$ cat src/rtl/wss_pkg.sv
// Shared constants and command/status types for windowed sensor statistics.
// Depends on nothing.
package wss_pkg;
    localparam int WINDOW_LEN   = 6;
    localparam int NUM_CHANNELS = 7;
    localparam int CH_W   = 3;
    localparam int POS_W  = $clog2(WINDOW_LEN + 1);
    localparam int IDX_W  = (WINDOW_LEN > 1) ? $clog2(WINDOW_LEN) : 1;
    localparam int SUM_W  = 16 + $clog2(WINDOW_LEN + 1) + 1;
    localparam int MEM_DEPTH = NUM_CHANNELS * WINDOW_LEN;
    localparam int ADDR_W = $clog2(MEM_DEPTH + 1);
    localparam int SQ_W   = 34;
    localparam int ACC_W  = SQ_W + $clog2(WINDOW_LEN + 1);
    localparam int DIVB_W = (SUM_W > ACC_W) ? SUM_W : ACC_W;
    localparam int DCNT_W = $clog2(DIVB_W + 1);
    localparam int RT_W   = ACC_W / 2 + 1;
    localparam int RCNT_W = $clog2(RT_W + 1);

    typedef struct packed {
        logic start;
        logic load_sum;
        logic div_sum;
        logic div_acc;
        logic clr_acc;
        logic acc_en;
        logic sqrt_start;
        logic [IDX_W-1:0] rd_idx;
    } wss_cmd_t;

    typedef struct packed {
        logic div_busy;
        logic sqrt_busy;
        logic done;
        logic bad_ch;
    } wss_sts_t;
endpackage

$ cat src/rtl/wss_ctrl.sv
// Sequencer for windowed sensor statistics: input/output handshake and steps.
// Depends on wss_pkg.
module wss_ctrl import wss_pkg::*; (
    input  logic     aclk,
    input  logic     aresetn,
    input  logic     s_valid,
    output logic     s_ready,
    output logic     m_valid,
    input  logic     m_ready,
    input  wss_sts_t sts,
    output wss_cmd_t cmd
);
    typedef enum logic [2:0] {
        ST_IDLE, ST_UPD, ST_MDIV, ST_RD, ST_ACC, ST_VDIV, ST_SQRT, ST_OUT
    } state_t;

    state_t           state_reg, state_next;
    logic [IDX_W-1:0] idx_reg, idx_next;
    logic             started_reg, started_next;
    logic             acc_pend_reg, acc_pend_next;

    assign s_ready = (state_reg == ST_IDLE);
    assign m_valid = (state_reg == ST_OUT);

    always_comb begin
        state_next    = state_reg;
        idx_next      = idx_reg;
        started_next  = 1'b0;
        acc_pend_next = 1'b0;
        cmd           = '0;
        cmd.rd_idx    = idx_reg;
        case (state_reg)
            ST_IDLE: begin
                if (s_valid) begin
                    cmd.start  = 1'b1;
                    state_next = ST_UPD;
                end
            end
            ST_UPD: begin
                cmd.load_sum = 1'b1;
                state_next   = sts.bad_ch ? ST_OUT : ST_MDIV;
            end
            ST_MDIV: begin
                if (!started_reg) begin
                    cmd.div_sum  = 1'b1;
                    started_next = 1'b1;
                end else if (!sts.div_busy) begin
                    idx_next    = '0;
                    cmd.clr_acc = 1'b1;
                    state_next  = sts.done ? ST_RD : ST_OUT;
                end else begin
                    started_next = 1'b1;
                end
            end
            ST_RD: begin
                acc_pend_next = 1'b1;
                state_next    = ST_ACC;
            end
            ST_ACC: begin
                cmd.acc_en = acc_pend_reg;
                if (idx_reg == IDX_W'(WINDOW_LEN - 1)) begin
                    state_next = ST_VDIV;
                end else begin
                    idx_next   = idx_reg + 1'b1;
                    state_next = ST_RD;
                end
            end
            ST_VDIV: begin
                if (!started_reg) begin
                    cmd.div_acc  = 1'b1;
                    started_next = 1'b1;
                end else if (!sts.div_busy) begin
                    cmd.sqrt_start = 1'b1;
                    started_next   = 1'b1;
                    state_next     = ST_SQRT;
                end else begin
                    started_next = 1'b1;
                end
            end
            ST_SQRT: begin
                if (!started_reg && !sts.sqrt_busy) begin
                    state_next = ST_OUT;
                end
            end
            ST_OUT: begin
                if (m_ready) begin
                    state_next = ST_IDLE;
                end
            end
            default: state_next = ST_IDLE;
        endcase
    end

    always_ff @(posedge aclk) begin
        if (!aresetn) begin
            state_reg    <= ST_IDLE;
            idx_reg      <= '0;
            started_reg  <= 1'b0;
            acc_pend_reg <= 1'b0;
        end else begin
            state_reg    <= state_next;
            idx_reg      <= idx_next;
            started_reg  <= started_next;
            acc_pend_reg <= acc_pend_next;
        end
    end
endmodule

$ cat src/rtl/wss_div.sv
// Restoring unsigned divider by a fill count or the window length, one quotient bit per cycle.
// Depends on wss_pkg.
module wss_div import wss_pkg::*; (
    input  logic              aclk,
    input  logic              aresetn,
    input  logic              start,
    input  logic [DIVB_W-1:0] dividend,
    input  logic [POS_W-1:0]  divisor,
    output logic              busy,
    output logic [DIVB_W-1:0] quotient
);
    logic [DIVB_W-1:0] q_reg, q_next;
    logic [POS_W:0]    r_reg, r_next;
    logic [POS_W-1:0]  d_reg, d_next;
    logic [DCNT_W-1:0] cnt_reg, cnt_next;
    logic              busy_reg, busy_next;
    logic [POS_W:0]    trial;

    assign busy     = busy_reg;
    assign quotient = q_reg;

    always_comb begin
        q_next    = q_reg;
        r_next    = r_reg;
        d_next    = d_reg;
        cnt_next  = cnt_reg;
        busy_next = busy_reg;
        trial     = {r_reg[POS_W-1:0], q_reg[DIVB_W-1]};
        if (start) begin
            q_next    = dividend;
            r_next    = '0;
            d_next    = divisor;
            cnt_next  = DCNT_W'(DIVB_W);
            busy_next = 1'b1;
        end else if (busy_reg) begin
            if (trial >= {1'b0, d_reg}) begin
                r_next = trial - {1'b0, d_reg};
                q_next = {q_reg[DIVB_W-2:0], 1'b1};
            end else begin
                r_next = trial;
                q_next = {q_reg[DIVB_W-2:0], 1'b0};
            end
            cnt_next  = cnt_reg - 1'b1;
            busy_next = (cnt_reg != DCNT_W'(1));
        end
    end

    always_ff @(posedge aclk) begin
        if (!aresetn) begin
            busy_reg <= 1'b0;
            cnt_reg  <= '0;
        end else begin
            busy_reg <= busy_next;
            cnt_reg  <= cnt_next;
        end
        q_reg <= q_next;
        r_reg <= r_next;
        d_reg <= d_next;
    end
endmodule

$ cat src/rtl/wss_sqrt.sv
// Bit-pair floor square root, one root bit per cycle.
// Depends on wss_pkg.
module wss_sqrt import wss_pkg::*; (
    input  logic             aclk,
    input  logic             aresetn,
    input  logic             start,
    input  logic [ACC_W-1:0] radicand,
    output logic             busy,
    output logic [15:0]      root
);
    localparam int V_W = 2 * RT_W;

    logic [V_W-1:0]    v_reg, v_next;
    logic [RT_W-1:0]   q_reg, q_next;
    logic [RT_W+1:0]   r_reg, r_next;
    logic [RCNT_W-1:0] cnt_reg, cnt_next;
    logic              busy_reg, busy_next;
    logic [RT_W+1:0]   trial;
    logic [RT_W+1:0]   sub;

    assign busy = busy_reg;
    assign root = q_reg[15:0];

    always_comb begin
        v_next    = v_reg;
        q_next    = q_reg;
        r_next    = r_reg;
        cnt_next  = cnt_reg;
        busy_next = busy_reg;
        trial     = {r_reg[RT_W-1:0], v_reg[V_W-1 -: 2]};
        sub       = {q_reg, 2'b01};
        if (start) begin
            v_next    = V_W'(radicand);
            q_next    = '0;
            r_next    = '0;
            cnt_next  = RCNT_W'(RT_W);
            busy_next = 1'b1;
        end else if (busy_reg) begin
            v_next = {v_reg[V_W-3:0], 2'b00};
            if (trial >= sub) begin
                r_next = trial - sub;
                q_next = {q_reg[RT_W-2:0], 1'b1};
            end else begin
                r_next = trial;
                q_next = {q_reg[RT_W-2:0], 1'b0};
            end
            cnt_next  = cnt_reg - 1'b1;
            busy_next = (cnt_reg != RCNT_W'(1));
        end
    end

    always_ff @(posedge aclk) begin
        if (!aresetn) begin
            busy_reg <= 1'b0;
            cnt_reg  <= '0;
        end else begin
            busy_reg <= busy_next;
            cnt_reg  <= cnt_next;
        end
        v_reg <= v_next;
        q_reg <= q_next;
        r_reg <= r_next;
    end
endmodule

$ cat src/rtl/wss_dp.sv
// Datapath: per-channel state, window memory, deviation accumulator, result.
// Depends on wss_pkg, wss_div, wss_sqrt.
module wss_dp import wss_pkg::*; (
    input  logic              aclk,
    input  logic              aresetn,
    input  logic [CH_W-1:0]   s_channel,
    input  logic signed [15:0] s_sample,
    input  wss_cmd_t          cmd,
    output wss_sts_t          sts,
    output logic [CH_W-1:0]   m_channel_out,
    output logic signed [15:0] m_minimum,
    output logic signed [15:0] m_maximum,
    output logic signed [15:0] m_window_mean,
    output logic [15:0]       m_std_dev,
    output logic              m_window_done
);
    logic [POS_W-1:0]   fill_reg [NUM_CHANNELS];
    logic signed [SUM_W-1:0] sum_reg [NUM_CHANNELS];
    logic signed [15:0] min_reg  [NUM_CHANNELS];
    logic signed [15:0] max_reg  [NUM_CHANNELS];
    logic [NUM_CHANNELS-1:0] seen_reg;
    logic signed [15:0] mem [MEM_DEPTH];

    logic [CH_W-1:0]    ch_reg;
    logic signed [15:0] smp_reg;
    logic               bad_reg;
    logic [POS_W-1:0]   pos_reg;
    logic signed [SUM_W-1:0] wsum_reg;
    logic               neg_reg;
    logic               done_reg;
    logic signed [15:0] mn_reg, mx_reg, mean_reg;
    logic signed [15:0] rd_reg;
    logic [ACC_W-1:0]   acc_reg;
    logic [15:0]        sd_reg;

    logic [CH_W-1:0]    chi;
    logic [POS_W-1:0]   fpos;
    logic [POS_W-1:0]   npos;
    logic signed [SUM_W-1:0] nsum;
    logic [ADDR_W-1:0]  wr_addr, rd_addr;
    logic               div_go;
    logic [DIVB_W-1:0]  div_a;
    logic [POS_W-1:0]   div_d;
    logic               div_busy;
    logic [DIVB_W-1:0]  div_q;
    logic               sq_busy;
    logic [15:0]        sq_root;
    logic signed [17:0] dev;
    logic [16:0]        mag;
    logic [SQ_W-1:0]    sq;

    assign chi  = ch_reg;
    assign fpos = (fill_reg[chi] >= POS_W'(WINDOW_LEN)) ? '0 : fill_reg[chi];
    assign npos = fpos + 1'b1;
    assign nsum = sum_reg[chi] + SUM_W'(smp_reg);
    assign wr_addr = ADDR_W'(chi * WINDOW_LEN) + ADDR_W'(fpos);
    assign rd_addr = ADDR_W'(chi * WINDOW_LEN) + ADDR_W'(cmd.rd_idx);

    always_ff @(posedge aclk) begin
        if (cmd.start) begin
            ch_reg  <= s_channel;
            smp_reg <= s_sample;
            bad_reg <= (s_channel >= CH_W'(NUM_CHANNELS));
        end
    end

    always_ff @(posedge aclk) begin
        if (!aresetn) begin
            seen_reg <= '0;
            for (int i = 0; i < NUM_CHANNELS; i++) begin
                fill_reg[i] <= '0;
                sum_reg[i]  <= '0;
            end
        end else if (cmd.load_sum && !bad_reg) begin
            seen_reg[chi] <= 1'b1;
            if (npos == POS_W'(WINDOW_LEN)) begin
                fill_reg[chi] <= '0;
                sum_reg[chi]  <= '0;
            end else begin
                fill_reg[chi] <= npos;
                sum_reg[chi]  <= nsum;
            end
        end
    end

    always_ff @(posedge aclk) begin
        if (cmd.load_sum) begin
            pos_reg  <= npos;
            wsum_reg <= nsum;
            neg_reg  <= nsum < 0;
            done_reg <= !bad_reg && (npos == POS_W'(WINDOW_LEN));
            sd_reg   <= '0;
            mean_reg <= '0;
            if (bad_reg) begin
                mn_reg <= '0;
                mx_reg <= '0;
            end else begin
                mem[wr_addr] <= smp_reg;
                if (!seen_reg[chi] || smp_reg < min_reg[chi]) begin
                    min_reg[chi] <= smp_reg;
                    mn_reg       <= smp_reg;
                end else begin
                    mn_reg <= min_reg[chi];
                end
                if (!seen_reg[chi] || smp_reg > max_reg[chi]) begin
                    max_reg[chi] <= smp_reg;
                    mx_reg       <= smp_reg;
                end else begin
                    mx_reg <= max_reg[chi];
                end
            end
        end else if (sts.done && !sq_busy && !cmd.sqrt_start) begin
            sd_reg <= sq_root;
        end
        rd_reg <= mem[rd_addr];
        if (cmd.clr_acc) begin
            mean_reg <= neg_reg ? -div_q[15:0] : div_q[15:0];
            acc_reg  <= '0;
        end
        if (cmd.acc_en) begin
            acc_reg <= acc_reg + ACC_W'(sq);
        end
    end

    assign dev = 18'(rd_reg) - 18'(mean_reg);
    assign mag = dev[17] ? 17'(-dev) : dev[16:0];
    assign sq  = SQ_W'(mag) * SQ_W'(mag);

    assign div_go = cmd.div_sum || cmd.div_acc;
    assign div_a  = cmd.div_sum ? DIVB_W'(neg_reg ? -wsum_reg : wsum_reg)
                                : DIVB_W'(acc_reg);
    assign div_d  = cmd.div_sum ? pos_reg : POS_W'(WINDOW_LEN);

    wss_div u_div (
        .aclk     (aclk),
        .aresetn  (aresetn),
        .start    (div_go),
        .dividend (div_a),
        .divisor  (div_d),
        .busy     (div_busy),
        .quotient (div_q)
    );

    wss_sqrt u_sqrt (
        .aclk     (aclk),
        .aresetn  (aresetn),
        .start    (cmd.sqrt_start),
        .radicand (div_q[ACC_W-1:0]),
        .busy     (sq_busy),
        .root     (sq_root)
    );

    assign sts.div_busy  = div_busy;
    assign sts.sqrt_busy = sq_busy;
    assign sts.done      = done_reg;
    assign sts.bad_ch    = bad_reg;

    assign m_channel_out = ch_reg;
    assign m_minimum     = mn_reg;
    assign m_maximum     = mx_reg;
    assign m_window_mean = mean_reg;
    assign m_std_dev     = sd_reg;
    assign m_window_done = done_reg;
endmodule

$ cat src/rtl/windowed_sensor_statistics.sv
// Windowed sensor statistics: per-channel min, max, window mean and std dev.
// One word at a time, accepted only while idle; each word on a valid channel runs the serial
// divider for the mean, and a word that closes a window adds a window walk, a second division and the square root.
// Synchronous active-low reset clears fill counts, sums and seen flags.
// Depends on wss_pkg, wss_ctrl, wss_dp.
module windowed_sensor_statistics import wss_pkg::*; (
    input  logic              aclk,
    input  logic              aresetn,
    input  logic              s_valid,
    output logic              s_ready,
    input  logic [2:0]        s_channel,
    input  logic signed [15:0] s_sample,
    output logic              m_valid,
    input  logic              m_ready,
    output logic [2:0]        m_channel_out,
    output logic signed [15:0] m_minimum,
    output logic signed [15:0] m_maximum,
    output logic signed [15:0] m_window_mean,
    output logic [15:0]       m_std_dev,
    output logic              m_window_done
);
    wss_cmd_t cmd;
    wss_sts_t sts;

    wss_ctrl u_ctrl (
        .aclk    (aclk),
        .aresetn (aresetn),
        .s_valid (s_valid),
        .s_ready (s_ready),
        .m_valid (m_valid),
        .m_ready (m_ready),
        .sts     (sts),
        .cmd     (cmd)
    );

    wss_dp u_dp (
        .aclk          (aclk),
        .aresetn       (aresetn),
        .s_channel     (s_channel),
        .s_sample      (s_sample),
        .cmd           (cmd),
        .sts           (sts),
        .m_channel_out (m_channel_out),
        .m_minimum     (m_minimum),
        .m_maximum     (m_maximum),
        .m_window_mean (m_window_mean),
        .m_std_dev     (m_std_dev),
        .m_window_done (m_window_done)
    );
endmodule

$ cat config.mk
export PLATFORM = sky130hd
export DESIGN_NAME = windowed_sensor_statistics
export DESIGN_NICKNAME = d
export VERILOG_FILES = /design/src/rtl/wss_pkg.sv /design/src/rtl/wss_ctrl.sv /design/src/rtl/wss_div.sv /design/src/rtl/wss_sqrt.sv /design/src/rtl/wss_dp.sv /design/src/rtl/windowed_sensor_statistics.sv
export SDC_FILE = /design/constraint.sdc
export NUM_CORES = 2
export LEC_CHECK = 0
export BUFFER_PORTS_ARGS = -buffer_cell sky130_fd_sc_hd__clkbuf_2
export CAP_MARGIN = 10
export CORE_MARGIN = 1
export CORE_UTILIZATION = 55
export CTS_BUF_LIST = sky130_fd_sc_hd__clkbuf_4
export DETAILED_ROUTE_END_ITERATION = 7
export MAX_ROUTING_LAYER = met4
export PLACE_DENSITY = 0.74
export SYNTH_ARGS = -nofsm -noshare
export SYNTH_HDL_FRONTEND = slang
export SYNTH_SLANG_ARGS = --single-unit
$ cat constraint.sdc
create_clock -name aclk -period 9.39 [get_ports aclk]
set_input_delay 1.878 -clock aclk [delete_from_list [all_inputs] [get_ports aclk]]
set_output_delay 1.878 -clock aclk [all_outputs]
set_load 0.05 [all_outputs]
==> results.toml <==
[outcome]
failed_checks = "design-rule violations"
status = "finished with violations"

[timing]
hold_viol = 0
max_freq_ghz = 0.111
setup_ws_ns = 0.346
min_period_over_period_pct = 96.3
setup_viol = 0
report.final.slew_viol_count = 0
slew_headroom_pct = 29.3
fin_crit_ns = 9.04
finClkSkew_ns = 0.142
whs_ns = 0.460
tightest_slew_ns = 1.06

[critical_path]
start_kind = "register"
r2r-end = "u_dp.acc_reg[35]"
critPathMaxFanout = 4
cp.arrival_ns = 10.03
worst_path_most_repeated_cell = "fa_1"
r2r_cells = 34
r2r_setup_slack_ns = 0.35
critPathTopFamily = "adder cells"
cpMaxStageDelayCell = "fa_1"
path_class = "register to register"
crit_required_ns = 10.37
worstSetupEndpointType = "register"
path_buf_inv = 4
slowest_delay_ns = 0.57
rr_startpoint = "u_dp.m_window_mean[0]"

[logic_synthesis]
synth_edf_count = 1263
synth_top_area_share_pct = 55.1
yosysWarnings = 0
synth_top_area_cell = "edfxtp_1"
async_reset_ff_share_pct = 0
syn_avg_cell_area_um2 = 13.9
netlist_top_cells_area = "edfxtp_1 55%, mux4_2 8.9%, fa_1 6.6%, ha_1 4.1%, dfxtp_1 3.7%"
synth_ff_type = "edfxtp_1"
netlist_area_um2 = 68900
synth_seq_cells = 1391
synth_cell_types = 85
seq_area_frac_synth_pct = 58.8
synthCells = 4947

[clock_network]
ctsLongestPathBuffers = 4
h-tree-depth = 5
path_clk_slew_ns = 0.06
clock-sinks = 1391
cts_root_buffer = "clkbuf_4"
insertion_delay_ns = 1.34
numCtsBuffers = 353
cts_tree = "yes"

[die]
num_rows = 129
dieArea_um2 = 127000
fp.dieW_um = 356
initial_core_util_pct = 55.6
coreArea_um2 = 124000
die_h_um = 356
pin_count = 93

[global_routing]
grt_max_degree = 89
grt_overflow = 0
gr-usage-all-layers_pct = 26.9
grt_pass1_vias = 42800
grt_pass1_wl_um = 250000
antenna_found_initial = 3

[placed_design]
gp_congestion = 0.923
place_hpwl_um = 107000
pre_cts_ws_ns = -0.174
place_area_um2 = 72100
io_buffers = 92

[min_path]
worstHoldEndpoint = "u_dp.m_std_dev[11]"
hold_start = "u_dp.m_std_dev[11]"
hp-class = "register to register"
min_path_cells = 2

[final_layout]
syn2layout_area_growth_pct = 11.2
num-fill-cells = 9305
finalNetCount = 5852
drive_above_1_share_pct = 21.1
final_area_um2 = 76600
largest_reg_flops = 672

[detailed_routing]
post_drt_via_cell_ratio = 5.86
wire_per_inst_um = 22.7
num_vias = 42600
dr.pass1.iters = 8
drtAntennaViolNets = 0
drc_errors = 16
drt_iter0_markers = 3974
wirelength_um = 164000

[flow_run]
maxCapViolations = 0
[Yosys cell counts, drive strengths merged (13+ instances only)]
cell and number:
a211oi 53, a21boi 17, a21o 62, a21oi 203, a31oi 24, and2 37
and3 30, buf 49, clkbuf 175, dfxtp 128, edfxtp 1263, fa 228
ha 223, inv 482, mux2 23, mux2i 160, mux4 271, nand2 438
nand2b 25, nand3 36, nand4 15, nor2 403, nor2b 63, nor3 61
nor4 15, o211ai 16, o21a 21, o21ai 135, or3 13, xnor2 73
xor2 48
[cell families (layout without fill, tap and decap cells)]
family / after synthesis / in the layout / share of synthesized area [%]
other cells: 2 / 18 / 0.0109
buf+inv: 708 / 1368 / 3.91
simple gates: 1193 / 1193 / 7.77
fa+ha+maj: 451 / 451 / 10.7
xor+xnor: 121 / 121 / 1.54
flops: 1391 / 1391 / 58.8
compound gates: 627 / 627 / 5.76
mux: 454 / 454 / 11.6
[stage by stage]
step / TNS [ns] / cells / utilization, %
2_1_floorplan: 0 / 4956 / -
3_3_place_gp: 0 / 6657 / 58.2
3_5_place_dp: -0.339 / 6657 / 58.2
4_1_cts: 0 / 7250 / 61.6
5_1_grt: -0.0266 / 7259 / 61.8
6_report: 0 / 7260 / 61.8
[layout make-up]
class | instances | area (µm²) | share of cell area, %
flip-flops and latches | 1391 | 40500 | 52.9
multi-input cells | 2857 | 26000 | 33.9
clock buffers | 513 | 3850 | 5.03
well taps | 1637 | 2050 | 2.67
repair buffers | 291 | 1980 | 2.59
inverters | 484 | 1820 | 2.37
clock inverters | 80 | 388 | 0.506
diodes | 7 | 17.5 | 0.0229
[cell usage in the layout (no fill, tap or decap), drive strengths merged, types with 199 or more instances in the layout]
cell / n
edfxtp: 1263
mux4: 271
fa: 228
clkbuf: 605
a21oi: 203
nor2: 403
ha: 223
buf: 199
nand2: 438
inv: 491
[routing by layer]
metal / GRT usage (%) / wire length [µm]
met5: - / 0
met4: 10.1 / 5120
met3: 5.34 / 13500
met1: 36.4 / 68800
met2: 40.6 / 77000
[worst max-delay path by stage]
stage                            end                   from  cells after the start  slack (ns)
floorplan           u_dp.acc_reg[35]  u_dp.m_window_mean[0]                     32        0.03
global placement    u_dp.acc_reg[36]  u_dp.m_window_mean[0]                     35        0.01
detailed placement  u_dp.acc_reg[36]  u_dp.m_window_mean[0]                     35       -0.17
CTS                 u_dp.acc_reg[35]  u_dp.m_window_mean[0]                     33        0.05
global route        u_dp.acc_reg[35]  u_dp.m_window_mean[3]                     34       -0.02
finish              u_dp.acc_reg[35]  u_dp.m_window_mean[0]                     34        0.35
[tightest hold or removal path, cell delays in order, from the launching register on]
cell	delay [ns]
dfxtp_1	0.31
nand2_1	0.05
a21oi_1	0.05
[what timing repair did]
| action | in CTS | in global routing |
|---|---|---|
| hold buffers | 0 | 0 |
| pin swaps | 1 | 12 |
| resized for setup | 4 | 29 |
| setup endpoints to repair | 4 | 14 |
| buffers inserted | 0 | 3 |
Power is left out: the tool's default activity adds up to more than one toggle a clock period on the data nets, which glitch-free logic cannot reach.
